$ cat src/rlg_pkg.sv
// Shared types, constants and the level scaling table for the RGB gradient block.
// No dependencies; the RTL files refer to it by scoped names and the testbench imports it.
`timescale 1ns / 1ps

package rlg_pkg;

    localparam int INDEX_WIDTH_DEF = 16;
    localparam int STEP_WIDTH      = 16;
    localparam int CHAN_WIDTH      = 8;
    localparam int LEVEL_WIDTH     = 10;
    localparam int NUM_CHAN        = 3;
    localparam int QUOT_BITS       = LEVEL_WIDTH;
    localparam int CFG_INDEX_WIDTH = 3;
    localparam int CFG_DATA_WIDTH  = 16;
    localparam int LEVEL_MAX       = 1000;
    localparam int COUNT_RESET     = 2;

    localparam int CHAN_RED   = 0;
    localparam int CHAN_GREEN = 1;
    localparam int CHAN_BLUE  = 2;

    typedef enum logic [CFG_INDEX_WIDTH-1:0] {
        REG_START_RED   = 3'd0,
        REG_START_GREEN = 3'd1,
        REG_START_BLUE  = 3'd2,
        REG_END_RED     = 3'd3,
        REG_END_GREEN   = 3'd4,
        REG_END_BLUE    = 3'd5,
        REG_STEP_COUNT  = 3'd6
    } reg_index_t;

    typedef logic [LEVEL_WIDTH-1:0] level_t;

    // Start and end colors, already scaled to 0..1000.
    typedef struct packed {
        logic [NUM_CHAN-1:0][LEVEL_WIDTH-1:0] start_lvl;
        logic [NUM_CHAN-1:0][LEVEL_WIDTH-1:0] end_lvl;
    } color_cfg_t;

    typedef logic [(1 << CHAN_WIDTH)-1:0][LEVEL_WIDTH-1:0] scale_lut_t;

    // 8-bit channel to 0..1000, round to nearest: (2000c + 255) / 510.
    function automatic scale_lut_t build_scale_lut();
        scale_lut_t lut;
        for (int c = 0; c < (1 << CHAN_WIDTH); c++) begin
            lut[c] = LEVEL_WIDTH'((2000 * c + 255) / 510);
        end
        return lut;
    endfunction

    localparam scale_lut_t SCALE_LUT = build_scale_lut();

endpackage

$ cat src/rgb_linear_gradient_step.sv
// Top level of the RGB linear gradient block: config registers, front stages, divider, output.
// Depends on rlg_pkg, rlg_cfg_regs, rlg_front and rlg_div_pipe.
`timescale 1ns / 1ps

// Usage
//   Config channel (cfg_valid/cfg_ready, cfg_index, cfg_data): cfg_ready is always high.
//   Index 0..5 write start/end red, green, blue (low 8 bits), index 6 the step
//   count (low INDEX_WIDTH bits); other indexes are dropped. Write only while idle.
//   Input channel (s_valid/s_ready, s_step_index): one step index per item.
//   Result channel (m_valid/m_ready, m_red, m_green, m_blue, m_index_error): one
//   result item per input item, in order. Colors are on a 0..1000 scale; an index
//   at or above the step count gives m_index_error = 1 and zero colors.
// Pipeline and throughput
//   Registered stages from input accept to m_valid: range check, multiply-add, ten divider
//   stages (one quotient bit each, set by the 10-bit result width), output register.
//   One item per cycle sustained while the output is not stalled; the whole pipeline advances together.
// Reset
//   aresetn (synchronous, active low) clears all valid bits and loads the register
//   reset values: start black, end white, step count 2.
// Stall
//   While m_valid is high and m_ready low, every stage holds and s_ready drops;
//   no item is lost or repeated. s_ready is high whenever the output is empty or taken.

module rgb_linear_gradient_step #(
    parameter int INDEX_WIDTH = rlg_pkg::INDEX_WIDTH_DEF
) (
    input  logic                                aclk,
    input  logic                                aresetn,
    // configuration
    input  logic                                cfg_valid,
    output logic                                cfg_ready,
    input  logic [rlg_pkg::CFG_INDEX_WIDTH-1:0] cfg_index,
    input  logic [rlg_pkg::CFG_DATA_WIDTH-1:0]  cfg_data,
    // input items
    input  logic                                s_valid,
    output logic                                s_ready,
    input  logic [rlg_pkg::STEP_WIDTH-1:0]      s_step_index,
    // result items
    output logic                                m_valid,
    input  logic                                m_ready,
    output logic [rlg_pkg::LEVEL_WIDTH-1:0]     m_red,
    output logic [rlg_pkg::LEVEL_WIDTH-1:0]     m_green,
    output logic [rlg_pkg::LEVEL_WIDTH-1:0]     m_blue,
    output logic                                m_index_error
);

    localparam int NUM_WIDTH = INDEX_WIDTH + rlg_pkg::QUOT_BITS;
    localparam int NC        = rlg_pkg::NUM_CHAN;
    localparam int QB        = rlg_pkg::QUOT_BITS;

    rlg_pkg::color_cfg_t    colors;
    logic [INDEX_WIDTH-1:0] step_count;

    logic                         adv;
    logic                         num_valid, num_err;
    logic [NC-1:0][NUM_WIDTH-1:0] num;
    logic [INDEX_WIDTH-1:0]       span;
    logic                         div_valid, div_err;
    logic [NC-1:0][QB-1:0]        div_quot;

    logic                   m_valid_reg;
    logic [NC-1:0][QB-1:0]  m_color_reg, m_color_next;
    logic                   m_err_reg;

    // Global advance: the pipeline moves unless a finished item is waiting.
    assign adv       = ~m_valid_reg | m_ready;
    assign s_ready   = adv;
    assign cfg_ready = 1'b1;

    rlg_cfg_regs #(
        .INDEX_WIDTH (INDEX_WIDTH)
    ) u_cfg (
        .aclk       (aclk),
        .aresetn    (aresetn),
        .cfg_valid  (cfg_valid),
        .cfg_index  (cfg_index),
        .cfg_data   (cfg_data),
        .colors     (colors),
        .step_count (step_count)
    );

    rlg_front #(
        .INDEX_WIDTH (INDEX_WIDTH)
    ) u_front (
        .aclk       (aclk),
        .aresetn    (aresetn),
        .adv        (adv),
        .in_valid   (s_valid),
        .in_index   (INDEX_WIDTH'(s_step_index)),
        .colors     (colors),
        .step_count (step_count),
        .out_valid  (num_valid),
        .out_num    (num),
        .out_span   (span),
        .out_err    (num_err)
    );

    rlg_div_pipe #(
        .INDEX_WIDTH (INDEX_WIDTH)
    ) u_div (
        .aclk      (aclk),
        .aresetn   (aresetn),
        .adv       (adv),
        .in_valid  (num_valid),
        .in_num    (num),
        .in_span   (span),
        .in_err    (num_err),
        .out_valid (div_valid),
        .out_quot  (div_quot),
        .out_err   (div_err)
    );

    // Out-of-range items carry whatever the divider produced; zero them here.
    always_comb begin
        for (int ch = 0; ch < NC; ch++) begin
            m_color_next[ch] = div_err ? '0 : div_quot[ch];
        end
    end

    always_ff @(posedge aclk) begin
        if (!aresetn) begin
            m_valid_reg <= 1'b0;
        end else if (adv) begin
            m_valid_reg <= div_valid;
        end
    end

    always_ff @(posedge aclk) begin
        if (adv) begin
            m_color_reg <= m_color_next;
            m_err_reg   <= div_err;
        end
    end

    assign m_valid       = m_valid_reg;
    assign m_red         = m_color_reg[rlg_pkg::CHAN_RED];
    assign m_green       = m_color_reg[rlg_pkg::CHAN_GREEN];
    assign m_blue        = m_color_reg[rlg_pkg::CHAN_BLUE];
    assign m_index_error = m_err_reg;

endmodule

$ cat src/rlg_cfg_regs.sv
// Configuration registers: colors stored pre-scaled to 0..1000, plus the step count.
// Depends on rlg_pkg.
`timescale 1ns / 1ps

module rlg_cfg_regs #(
    parameter int INDEX_WIDTH = rlg_pkg::INDEX_WIDTH_DEF
) (
    input  logic                                 aclk,
    input  logic                                 aresetn,
    input  logic                                 cfg_valid,
    input  logic [rlg_pkg::CFG_INDEX_WIDTH-1:0]  cfg_index,
    input  logic [rlg_pkg::CFG_DATA_WIDTH-1:0]   cfg_data,
    output rlg_pkg::color_cfg_t                  colors,
    output logic [INDEX_WIDTH-1:0]               step_count
);

    rlg_pkg::color_cfg_t    colors_reg, colors_next;
    logic [INDEX_WIDTH-1:0] count_reg, count_next;
    rlg_pkg::level_t        wr_level;

    assign wr_level = rlg_pkg::SCALE_LUT[cfg_data[rlg_pkg::CHAN_WIDTH-1:0]];

    always_comb begin
        colors_next = colors_reg;
        count_next  = count_reg;
        if (cfg_valid) begin
            unique case (rlg_pkg::reg_index_t'(cfg_index))
                rlg_pkg::REG_START_RED:   colors_next.start_lvl[rlg_pkg::CHAN_RED]   = wr_level;
                rlg_pkg::REG_START_GREEN: colors_next.start_lvl[rlg_pkg::CHAN_GREEN] = wr_level;
                rlg_pkg::REG_START_BLUE:  colors_next.start_lvl[rlg_pkg::CHAN_BLUE]  = wr_level;
                rlg_pkg::REG_END_RED:     colors_next.end_lvl[rlg_pkg::CHAN_RED]     = wr_level;
                rlg_pkg::REG_END_GREEN:   colors_next.end_lvl[rlg_pkg::CHAN_GREEN]   = wr_level;
                rlg_pkg::REG_END_BLUE:    colors_next.end_lvl[rlg_pkg::CHAN_BLUE]    = wr_level;
                rlg_pkg::REG_STEP_COUNT:  count_next = INDEX_WIDTH'(cfg_data);
                default: ;  // index beyond the list: ignored
            endcase
        end
    end

    always_ff @(posedge aclk) begin
        if (!aresetn) begin
            for (int ch = 0; ch < rlg_pkg::NUM_CHAN; ch++) begin
                colors_reg.start_lvl[ch] <= rlg_pkg::SCALE_LUT[0];
                colors_reg.end_lvl[ch]   <= rlg_pkg::SCALE_LUT[(1 << rlg_pkg::CHAN_WIDTH) - 1];
            end
            count_reg <= INDEX_WIDTH'(rlg_pkg::COUNT_RESET);
        end else begin
            colors_reg <= colors_next;
            count_reg  <= count_next;
        end
    end

    assign colors     = colors_reg;
    assign step_count = count_reg;

endmodule

$ cat src/rlg_front.sv
// Front of the pipeline: range check and span (stage A), weighted sum numerators (stage B).
// Depends on rlg_pkg.
`timescale 1ns / 1ps

module rlg_front #(
    parameter int INDEX_WIDTH = rlg_pkg::INDEX_WIDTH_DEF,
    localparam int NUM_WIDTH  = INDEX_WIDTH + rlg_pkg::QUOT_BITS
) (
    input  logic                                           aclk,
    input  logic                                           aresetn,
    input  logic                                           adv,
    input  logic                                           in_valid,
    input  logic [INDEX_WIDTH-1:0]                         in_index,
    input  rlg_pkg::color_cfg_t                            colors,
    input  logic [INDEX_WIDTH-1:0]                         step_count,
    output logic                                           out_valid,
    output logic [rlg_pkg::NUM_CHAN-1:0][NUM_WIDTH-1:0]    out_num,
    output logic [INDEX_WIDTH-1:0]                         out_span,
    output logic                                           out_err
);

    // stage A
    logic                   a_valid_reg;
    logic [INDEX_WIDTH-1:0] a_index_reg, a_rest_reg, a_span_reg;
    logic [INDEX_WIDTH-1:0] a_rest_next, a_span_next;
    logic                   a_err_reg, a_err_next;
    logic                   one_step;

    // stage B
    logic                                        b_valid_reg;
    logic [rlg_pkg::NUM_CHAN-1:0][NUM_WIDTH-1:0] b_num_reg, b_num_next;
    logic [INDEX_WIDTH-1:0]                      b_span_reg;
    logic                                        b_err_reg;

    // A count of one uses span 1 and weight 1 on the start color, so the
    // divider passes the start level through unchanged.
    always_comb begin
        one_step    = (step_count <= INDEX_WIDTH'(1));
        a_err_next  = (in_index >= step_count);
        a_span_next = one_step ? INDEX_WIDTH'(1) : step_count - INDEX_WIDTH'(1);
        a_rest_next = one_step ? INDEX_WIDTH'(1) : step_count + ~in_index;
    end

    always_ff @(posedge aclk) begin
        if (!aresetn) begin
            a_valid_reg <= 1'b0;
        end else if (adv) begin
            a_valid_reg <= in_valid;
        end
    end

    always_ff @(posedge aclk) begin
        if (adv) begin
            a_index_reg <= in_index;
            a_rest_reg  <= a_rest_next;
            a_span_reg  <= a_span_next;
            a_err_reg   <= a_err_next;
        end
    end

    // end * i + start * (span - i); below 1024 * span whenever the index is in range
    always_comb begin
        for (int ch = 0; ch < rlg_pkg::NUM_CHAN; ch++) begin
            b_num_next[ch] = NUM_WIDTH'(colors.end_lvl[ch]) * NUM_WIDTH'(a_index_reg)
                           + NUM_WIDTH'(colors.start_lvl[ch]) * NUM_WIDTH'(a_rest_reg);
        end
    end

    always_ff @(posedge aclk) begin
        if (!aresetn) begin
            b_valid_reg <= 1'b0;
        end else if (adv) begin
            b_valid_reg <= a_valid_reg;
        end
    end

    always_ff @(posedge aclk) begin
        if (adv) begin
            b_num_reg  <= b_num_next;
            b_span_reg <= a_span_reg;
            b_err_reg  <= a_err_reg;
        end
    end

    assign out_valid = b_valid_reg;
    assign out_num   = b_num_reg;
    assign out_span  = b_span_reg;
    assign out_err   = b_err_reg;

endmodule

$ cat src/rlg_div_pipe.sv
// Pipelined restoring divider, one quotient bit per stage, three color lanes sharing a divisor.
// Depends on rlg_pkg.
`timescale 1ns / 1ps

module rlg_div_pipe #(
    parameter int INDEX_WIDTH = rlg_pkg::INDEX_WIDTH_DEF,
    localparam int NUM_WIDTH  = INDEX_WIDTH + rlg_pkg::QUOT_BITS
) (
    input  logic                                                 aclk,
    input  logic                                                 aresetn,
    input  logic                                                 adv,
    input  logic                                                 in_valid,
    input  logic [rlg_pkg::NUM_CHAN-1:0][NUM_WIDTH-1:0]          in_num,
    input  logic [INDEX_WIDTH-1:0]                               in_span,
    input  logic                                                 in_err,
    output logic                                                 out_valid,
    output logic [rlg_pkg::NUM_CHAN-1:0][rlg_pkg::QUOT_BITS-1:0] out_quot,
    output logic                                                 out_err
);

    localparam int QB = rlg_pkg::QUOT_BITS;
    localparam int NC = rlg_pkg::NUM_CHAN;

    logic [QB-1:0]                 vld_reg;
    logic [QB-1:0]                 err_reg;
    logic [NC-1:0][QB-1:0]         quot_reg [QB];
    // remainder and divisor are not needed past the last stage
    logic [NC-1:0][NUM_WIDTH-1:0]  rem_reg  [QB-1];
    logic [INDEX_WIDTH-1:0]        span_reg [QB-1];

    for (genvar j = 0; j < QB; j++) begin : g_stage
        localparam int K = QB - 1 - j;

        logic [NC-1:0][NUM_WIDTH-1:0] rem_in;
        logic [NC-1:0][QB-1:0]        quot_in, quot_out;
        logic [INDEX_WIDTH-1:0]       span_in;
        logic                         err_in, vld_in;
        logic [NUM_WIDTH-1:0]         dsub;
        logic [NC-1:0][NUM_WIDTH:0]   trial;
        logic [NC-1:0]                take;

        if (j == 0) begin : g_first
            assign rem_in  = in_num;
            assign quot_in = '0;
            assign span_in = in_span;
            assign err_in  = in_err;
            assign vld_in  = in_valid;
        end else begin : g_next
            assign rem_in  = rem_reg[j-1];
            assign quot_in = quot_reg[j-1];
            assign span_in = span_reg[j-1];
            assign err_in  = err_reg[j-1];
            assign vld_in  = vld_reg[j-1];
        end

        always_comb begin
            dsub     = NUM_WIDTH'(span_in) << K;
            quot_out = quot_in;
            for (int ch = 0; ch < NC; ch++) begin
                trial[ch]       = {1'b0, rem_in[ch]} - {1'b0, dsub};
                take[ch]        = ~trial[ch][NUM_WIDTH];
                quot_out[ch][K] = take[ch];
            end
        end

        always_ff @(posedge aclk) begin
            if (!aresetn) begin
                vld_reg[j] <= 1'b0;
            end else if (adv) begin
                vld_reg[j] <= vld_in;
            end
        end

        always_ff @(posedge aclk) begin
            if (adv) begin
                quot_reg[j] <= quot_out;
                err_reg[j]  <= err_in;
            end
        end

        if (j < QB - 1) begin : g_carry
            always_ff @(posedge aclk) begin
                if (adv) begin
                    for (int ch = 0; ch < NC; ch++) begin
                        rem_reg[j][ch] <= take[ch] ? trial[ch][NUM_WIDTH-1:0] : rem_in[ch];
                    end
                    span_reg[j] <= span_in;
                end
            end
        end
    end

    assign out_valid = vld_reg[QB-1];
    assign out_quot  = quot_reg[QB-1];
    assign out_err   = err_reg[QB-1];

endmodule

$ cat config.mk
export PLATFORM = sky130hd
export DESIGN_NAME = rgb_linear_gradient_step
export DESIGN_NICKNAME = d
export VERILOG_FILES = /design/src/rlg_pkg.sv /design/src/rgb_linear_gradient_step.sv /design/src/rlg_cfg_regs.sv /design/src/rlg_front.sv /design/src/rlg_div_pipe.sv
export SDC_FILE = /design/constraint.sdc
export NUM_CORES = 2
export LEC_CHECK = 0
export BUFFER_PORTS_ARGS = -buffer_cell sky130_fd_sc_hd__buf_4
export CAP_MARGIN = 20
export CORE_MARGIN = 2
export CORE_UTILIZATION = 55
export CTS_BUF_LIST = sky130_fd_sc_hd__clkbuf_16
export CTS_CLUSTER_DIAMETER = 150
export DETAILED_ROUTE_END_ITERATION = 6
export HOLD_SLACK_MARGIN = 0.1
export MAX_ROUTING_LAYER = met4
export PLACE_DENSITY_LB_ADDON = 0.12
export SLEW_MARGIN = 25
export SYNTH_ARGS = -nofsm -noshare
export SYNTH_HDL_FRONTEND = slang
export SYNTH_SLANG_ARGS = --single-unit
export TNS_END_PERCENT = 20
$ cat constraint.sdc
create_clock -name aclk -period 51.6 [get_ports aclk]
set_input_delay 2.58 -clock aclk [delete_from_list [all_inputs] [get_ports aclk]]
set_output_delay 2.58 -clock aclk [all_outputs]
set_load 0.02 [all_outputs]
Yosys cells after proc, flatten, opt, wreduce, memory -nomap -nowiden:

Memory sizes are Yosys's and may differ from the RTL's. A register that Yosys moved wholly into a read port is not among the register bits.
Index checks and enable logic that the tools add are counted.

* bits in read-only memories: 2560
* flip-flop bits (word level): 244
* logic and storage cells: 165
* memories kept: 4
* memory bits (writable): 1146
* output and inout port bits: 34
* input port bits: 40

Memory list
* (no name shown): depth 256, width 10, rd ports 1, clocked after Yosys merged registers in 0, wr ports 0, RTL line rlg_cfg_regs.sv:21 `assign wr_level = rlg_pkg::SCALE_LUT[cfg_data[rlg_pkg::CHAN_WIDTH-1:0]];`
* u_div.rem_reg: depth 9, width 78, rd ports 9, clocked after Yosys merged registers in 0, wr ports 9, RTL line rlg_div_pipe.sv:28 `logic [NC-1:0][NUM_WIDTH-1:0] rem_reg [QB-1];`
* u_div.quot_reg: depth 10, width 30, rd ports 10, clocked after Yosys merged registers in 1, wr ports 10, RTL line rlg_div_pipe.sv:26 `logic [NC-1:0][QB-1:0] quot_reg [QB];`
* u_div.span_reg: depth 9, width 16, rd ports 9, clocked after Yosys merged registers in 0, wr ports 9, RTL line rlg_div_pipe.sv:29 `logic [INDEX_WIDTH-1:0] span_reg [QB-1];`

* add/subtract/negate cells: 35
* bitwise operators: 33
* multiply operators: 6
* multiplexer cells: 30
* equality and inequality tests: 6
* magnitude comparators: 3
* reduce and logical (&&, ||, !) cells: 8

Operators with widths (number)
* 2-to-1 mux 26 bit: 27
* multiplier 10 x 16 -> 26 bit: 6
* subtractor 26 x 16 -> 27 bit: 3
* subtractor 26 x 17 -> 27 bit: 3
* subtractor 26 x 18 -> 27 bit: 3
* subtractor 26 x 19 -> 27 bit: 3
* subtractor 26 x 20 -> 27 bit: 3
* subtractor 26 x 21 -> 27 bit: 3
* subtractor 26 x 22 -> 27 bit: 3
* subtractor 26 x 23 -> 27 bit: 3
* subtractor 26 x 24 -> 27 bit: 3
* subtractor 26 x 25 -> 27 bit: 3
* adder 26 bit: 3
* inverter 1 bit: 31
* adder 16 bit: 1
* greater-or-equal comparator 16 bit: 1
* less-or-equal comparator 16 x 1 -> 1 bit, second input constant: 1
* inverter 16 bit: 1
* subtractor 16 x 1 -> 16 bit, second input constant: 1
* AND reduction 2 bit: 7
* 2-to-1 mux 10 bit: 1
* equality test 3 bit, second input constant: 3
* less-than comparator 8 x 9 -> 1 bit, second input constant: 1
* equality test 3 x 2 -> 1 bit, second input constant: 2
* 4 further kinds: 5

Logic depth before layout (Yosys ltp):

* depth in word-level cells: 4
* mapped depth: 25
* mapped depth without buffers: 24

Cells and area by module:

Synthesis repeated with hierarchy kept, for this count alone.

* cells, all modules: 9718
* area total of the unflattened synthesis: 101905.2 um^2

By module, submodules not included
* rlg_div_pipe: area each 59773.6 um^2, seq. area each 30859.6 um^2, times used 1, cells an instance 5308
* rlg_front: area each 36658.9 um^2, seq. area each 4364.2 um^2, times used 1, cells an instance 3817
* rlg_cfg_regs: area each 4204.0 um^2, seq. area each 1521.5 um^2, times used 1, cells an instance 523
* rgb_linear_gradient_step: area each 1268.7 um^2, seq. area each 950.9 um^2, times used 1, cells an instance 70

Least setup slack after synthesis:

OpenSTA, ideal clock, no wires.

* kind: input-to-output
* start: input m_ready
* end: output s_ready
* required time: 49020 ps
* path slack: 13746 ps
* arrival time: 35274 ps
* path buffers: 1
* stages: 3
* cell sequence: nor2b_1 inv_1 clkbuf_1

* cells in the longest elaborated chain, start to end: 1

RTL lines
* start, declared: RTL line rgb_linear_gradient_step.sv:40 `input logic m_ready,`
* bitwise OR 1 bit: RTL line rgb_linear_gradient_step.sv:66 `assign adv = ~m_valid_reg | m_ready;`
* end, declared: RTL line rgb_linear_gradient_step.sv:36 `output logic s_ready,`

Every way passes these cells.

==> qor.txt <==
run status = finished, final reports clean
worst stage delay on the critical path = 760 ps
worst skew pair latency = 830 ps
largest net degree at the start of global routing = 176
area added between synthesis and finish = 8.019%
switch share = 42.50%
Leakage = 46.68 nW
Post-DP HPWL = 203,200 um
DRC Markers = 0
power density over the cells = 65.31 nW/um^2
Worst-path clk slew = 60 ps
TNS Setup = 0 ps
DR pass1 iterations = 6
Mapped Nets = 11,261
Synth Flop Type = edfxtp_1
hold_buf cts = 0
max FFs per register = 702
Clock power frac = 14.5%
Post-synth ARST share = 0%
register area share after synthesis = 37.22%
crit path DAT = 8180 ps
die width = 433.1 um
number of vias per cell = 5.691
num ports = 74
gr usage total = 28.75%
TritonCTS Buffers = 148
Initial Utilization = 55.32%
Worst-Margin Slew = 1025 ps
I/O Buffers = 72
post-synthesis average cell area = 10.60 um^2
WL per Instance = 21.22 um
share of cells above drive strength 1 = 6.872%
vias in the first global route = 71,544
number of enable flip-flop cells after synthesis = 1,196
final hold vios = 0
Mapped Cells = 9,555
CTS tree = built
DIE HEIGHT = 433.1 um
# Max-Cap Violations = 0
synth unique cells = 96
Sink Count = 1,285
gr ovfl total = 0
number of synthesized register bits = 1,285
Layout Utilization = 59.76%
commonest non-fill, non-tap cell in the layout = inv_1
cell breakdown of the critical path = buf_4, and2_1, fa_1, inv_1, fa_1, inv_1, fa_1, fa_1, fa_1, fa_1, inv_1, fa_1, inv_1, ha_1, a2111oi_0, a221o_1, a211oi_1, o41ai_1, o2111ai_1, a21oi_1, xnor2_1
dpl ws = 43,940 ps
routability cong. = 0.9646
drt initial violations = 3,841
top fanout value on the critical path = 30
Final ANT Viol Nets = 0
sw power = 3.037 mW
initial antenna violation count = 1
Nets = 11,274
WL final = 258,000 um
Hold WC Path Type = reg2reg
RSZ-0062 raised after global routing = no
Pint = 4.109 mW
CP max stage cell = a2111oi_0
DIE AREA = 187,600 um^2
Post-CTS Setup Bufs = 0
Max Clock Skew = 32.37 ps
Synth Warn # = 0
crit path kind = reg2reg
Worst setup SP type = flip-flop
maximum root-to-sink buffer count = 3
fin crit share = 14.81%
mapped cell area = 101,300 um^2
Worst Setup End Kind = flip-flop
DR vias = 69,180
final worst slack = 43,960 ps
IR drop worst, VDD = 0.00005271 V
Comb power frac = 57.8%
fin crit period = 7643 ps
Max Freq = 0.1308 GHz
H-Tree Depth = 4
Root Driver = clkbuf_16
row cnt = 157
DP Area = 104,500 um^2
critical path required time = 52,140 ps
post-cts sizing count = 0
cell repeated most along the worst path = fa_1
Core Region = 183,100 um^2
most frequent cells in the layout = inv_1, edfxtp_1, nand2_1
Post-Layout Inst Area = 109,400 um^2
sequential share of power = 27.7%
Power Total = 7.145 mW
endpoints failing setup = 0
final slew viol count = 0
global-route wire length before repair = 400,800 um
Slew HR = 29.91%
[worst max-delay path, delay by kind of cell (launching register included)]
| family | cells | cell delay (ps) |
|---|---|---|
| xor+xnor | 1 | 90 |
| compound gates | 6 | 2180 |
| simple gates | 1 | 280 |
| flops | 1 | 360 |
| buf+inv | 5 | 510 |
| fa+ha+maj | 8 | 3880 |
[metrics by stage]
step / hold slack [ps] / instances
global route: 398.7 / 12155
detailed placement: 404.5 / 11882
CTS: 387.1 / 12155
finish: 387.9 / 12157
floorplan: 400.3 / 9555
global placement: 400.2 / 11882
[metal layers]
metal | share of wire (%) | routed length [um] | global-route usage (%) | vias to the layer above
met5 | 0 | 0 | - | -
met2 | 52 | 134700 | 51.30 | 1617
li1 | - | - | - | 32722
met1 | 38 | 96850 | 30.82 | 34169
met4 | 6.9 | 17670 | 16.91 | 0
met3 | 3.4 | 8688 | 3.196 | 672
[layout make-up]
| class | instances | area, um^2 |
|---|---|---|
| Clock inverter | 124 | 1129 |
| Fill cell | 15471 | 73680 |
| Clock buffer | 149 | 3729 |
| Tap cell | 2464 | 3083 |
| Sequential cell | 1285 | 37700 |
| Timing Repair Buffer | 168 | 1290 |
| Antenna cell | 2 | 5.005 |
| Inverter | 1186 | 4459 |
| Multi-Input combinational cell | 6779 | 58010 |
[cell families (layout without fill, tap and decap cells)]
group | count (synthesis) | in the layout | share of synthesized area (%)
AND/OR/NAND/NOR | 2713 | 2713 | 13.03
AO/OA/AOI/OAI | 1683 | 1683 | 10.73
adder cells (fa/ha/maj) | 1666 | 1666 | 26.68
buffers and inverters | 1491 | 1627 | 5.563
flip-flops | 1285 | 1285 | 37.22
XOR/XNOR | 487 | 487 | 4.211
multiplexers | 229 | 229 | 2.556
other | 1 | 3 | 0.003703
[synthesized netlist by cell type (181+ instances only)]
master | n | area, um^2
a21oi_1 | 478 | 2392
and2_1 | 521 | 3259
mux2_2 | 182 | 2049
clkbuf_1 | 283 | 1062
nor2_1 | 544 | 2042
edfxtp_1 | 1196 | 35910
o21ai_0 | 354 | 1772
fa_1 | 823 | 16480
inv_1 | 1184 | 4444
xnor2_1 | 306 | 2680
nand2_1 | 910 | 3416
xor2_1 | 181 | 1585
ha_1 | 843 | 10550
[power groups by stage]
stage | registers [mW] | logic, mW | clock network (mW)
floorplan | 1.88 | 3.07 | 0
finish | 1.98 | 4.13 | 1.03
detailed placement | 2.00 | 4.09 | 0
CTS | 1.98 | 4.12 | 1.06
global route | 2.01 | 4.62 | 1.10
global placement | 1.98 | 4.02 | 0
[final timing paths]
check / startpoint / endpoint / slack (ps) / depth (start not counted)
setup reg to reg: u_front.a_index_reg[7]$_DFFE_PP_ / u_front.out_num[51]$_DFFE_PP_ / 43960 / 21
hold reg to reg: u_front.out_num[58]$_DFFE_PP_ / u_div.rem_reg[0][58]$_DFFE_PP_ / 390 / 0
hold / removal: u_front.out_num[58]$_DFFE_PP_ / u_div.rem_reg[0][58]$_DFFE_PP_ / 390 / 0
setup / recovery: u_front.a_index_reg[7]$_DFFE_PP_ / u_front.out_num[51]$_DFFE_PP_ / 43960 / 21
Power figures use the tool's default switching activity.
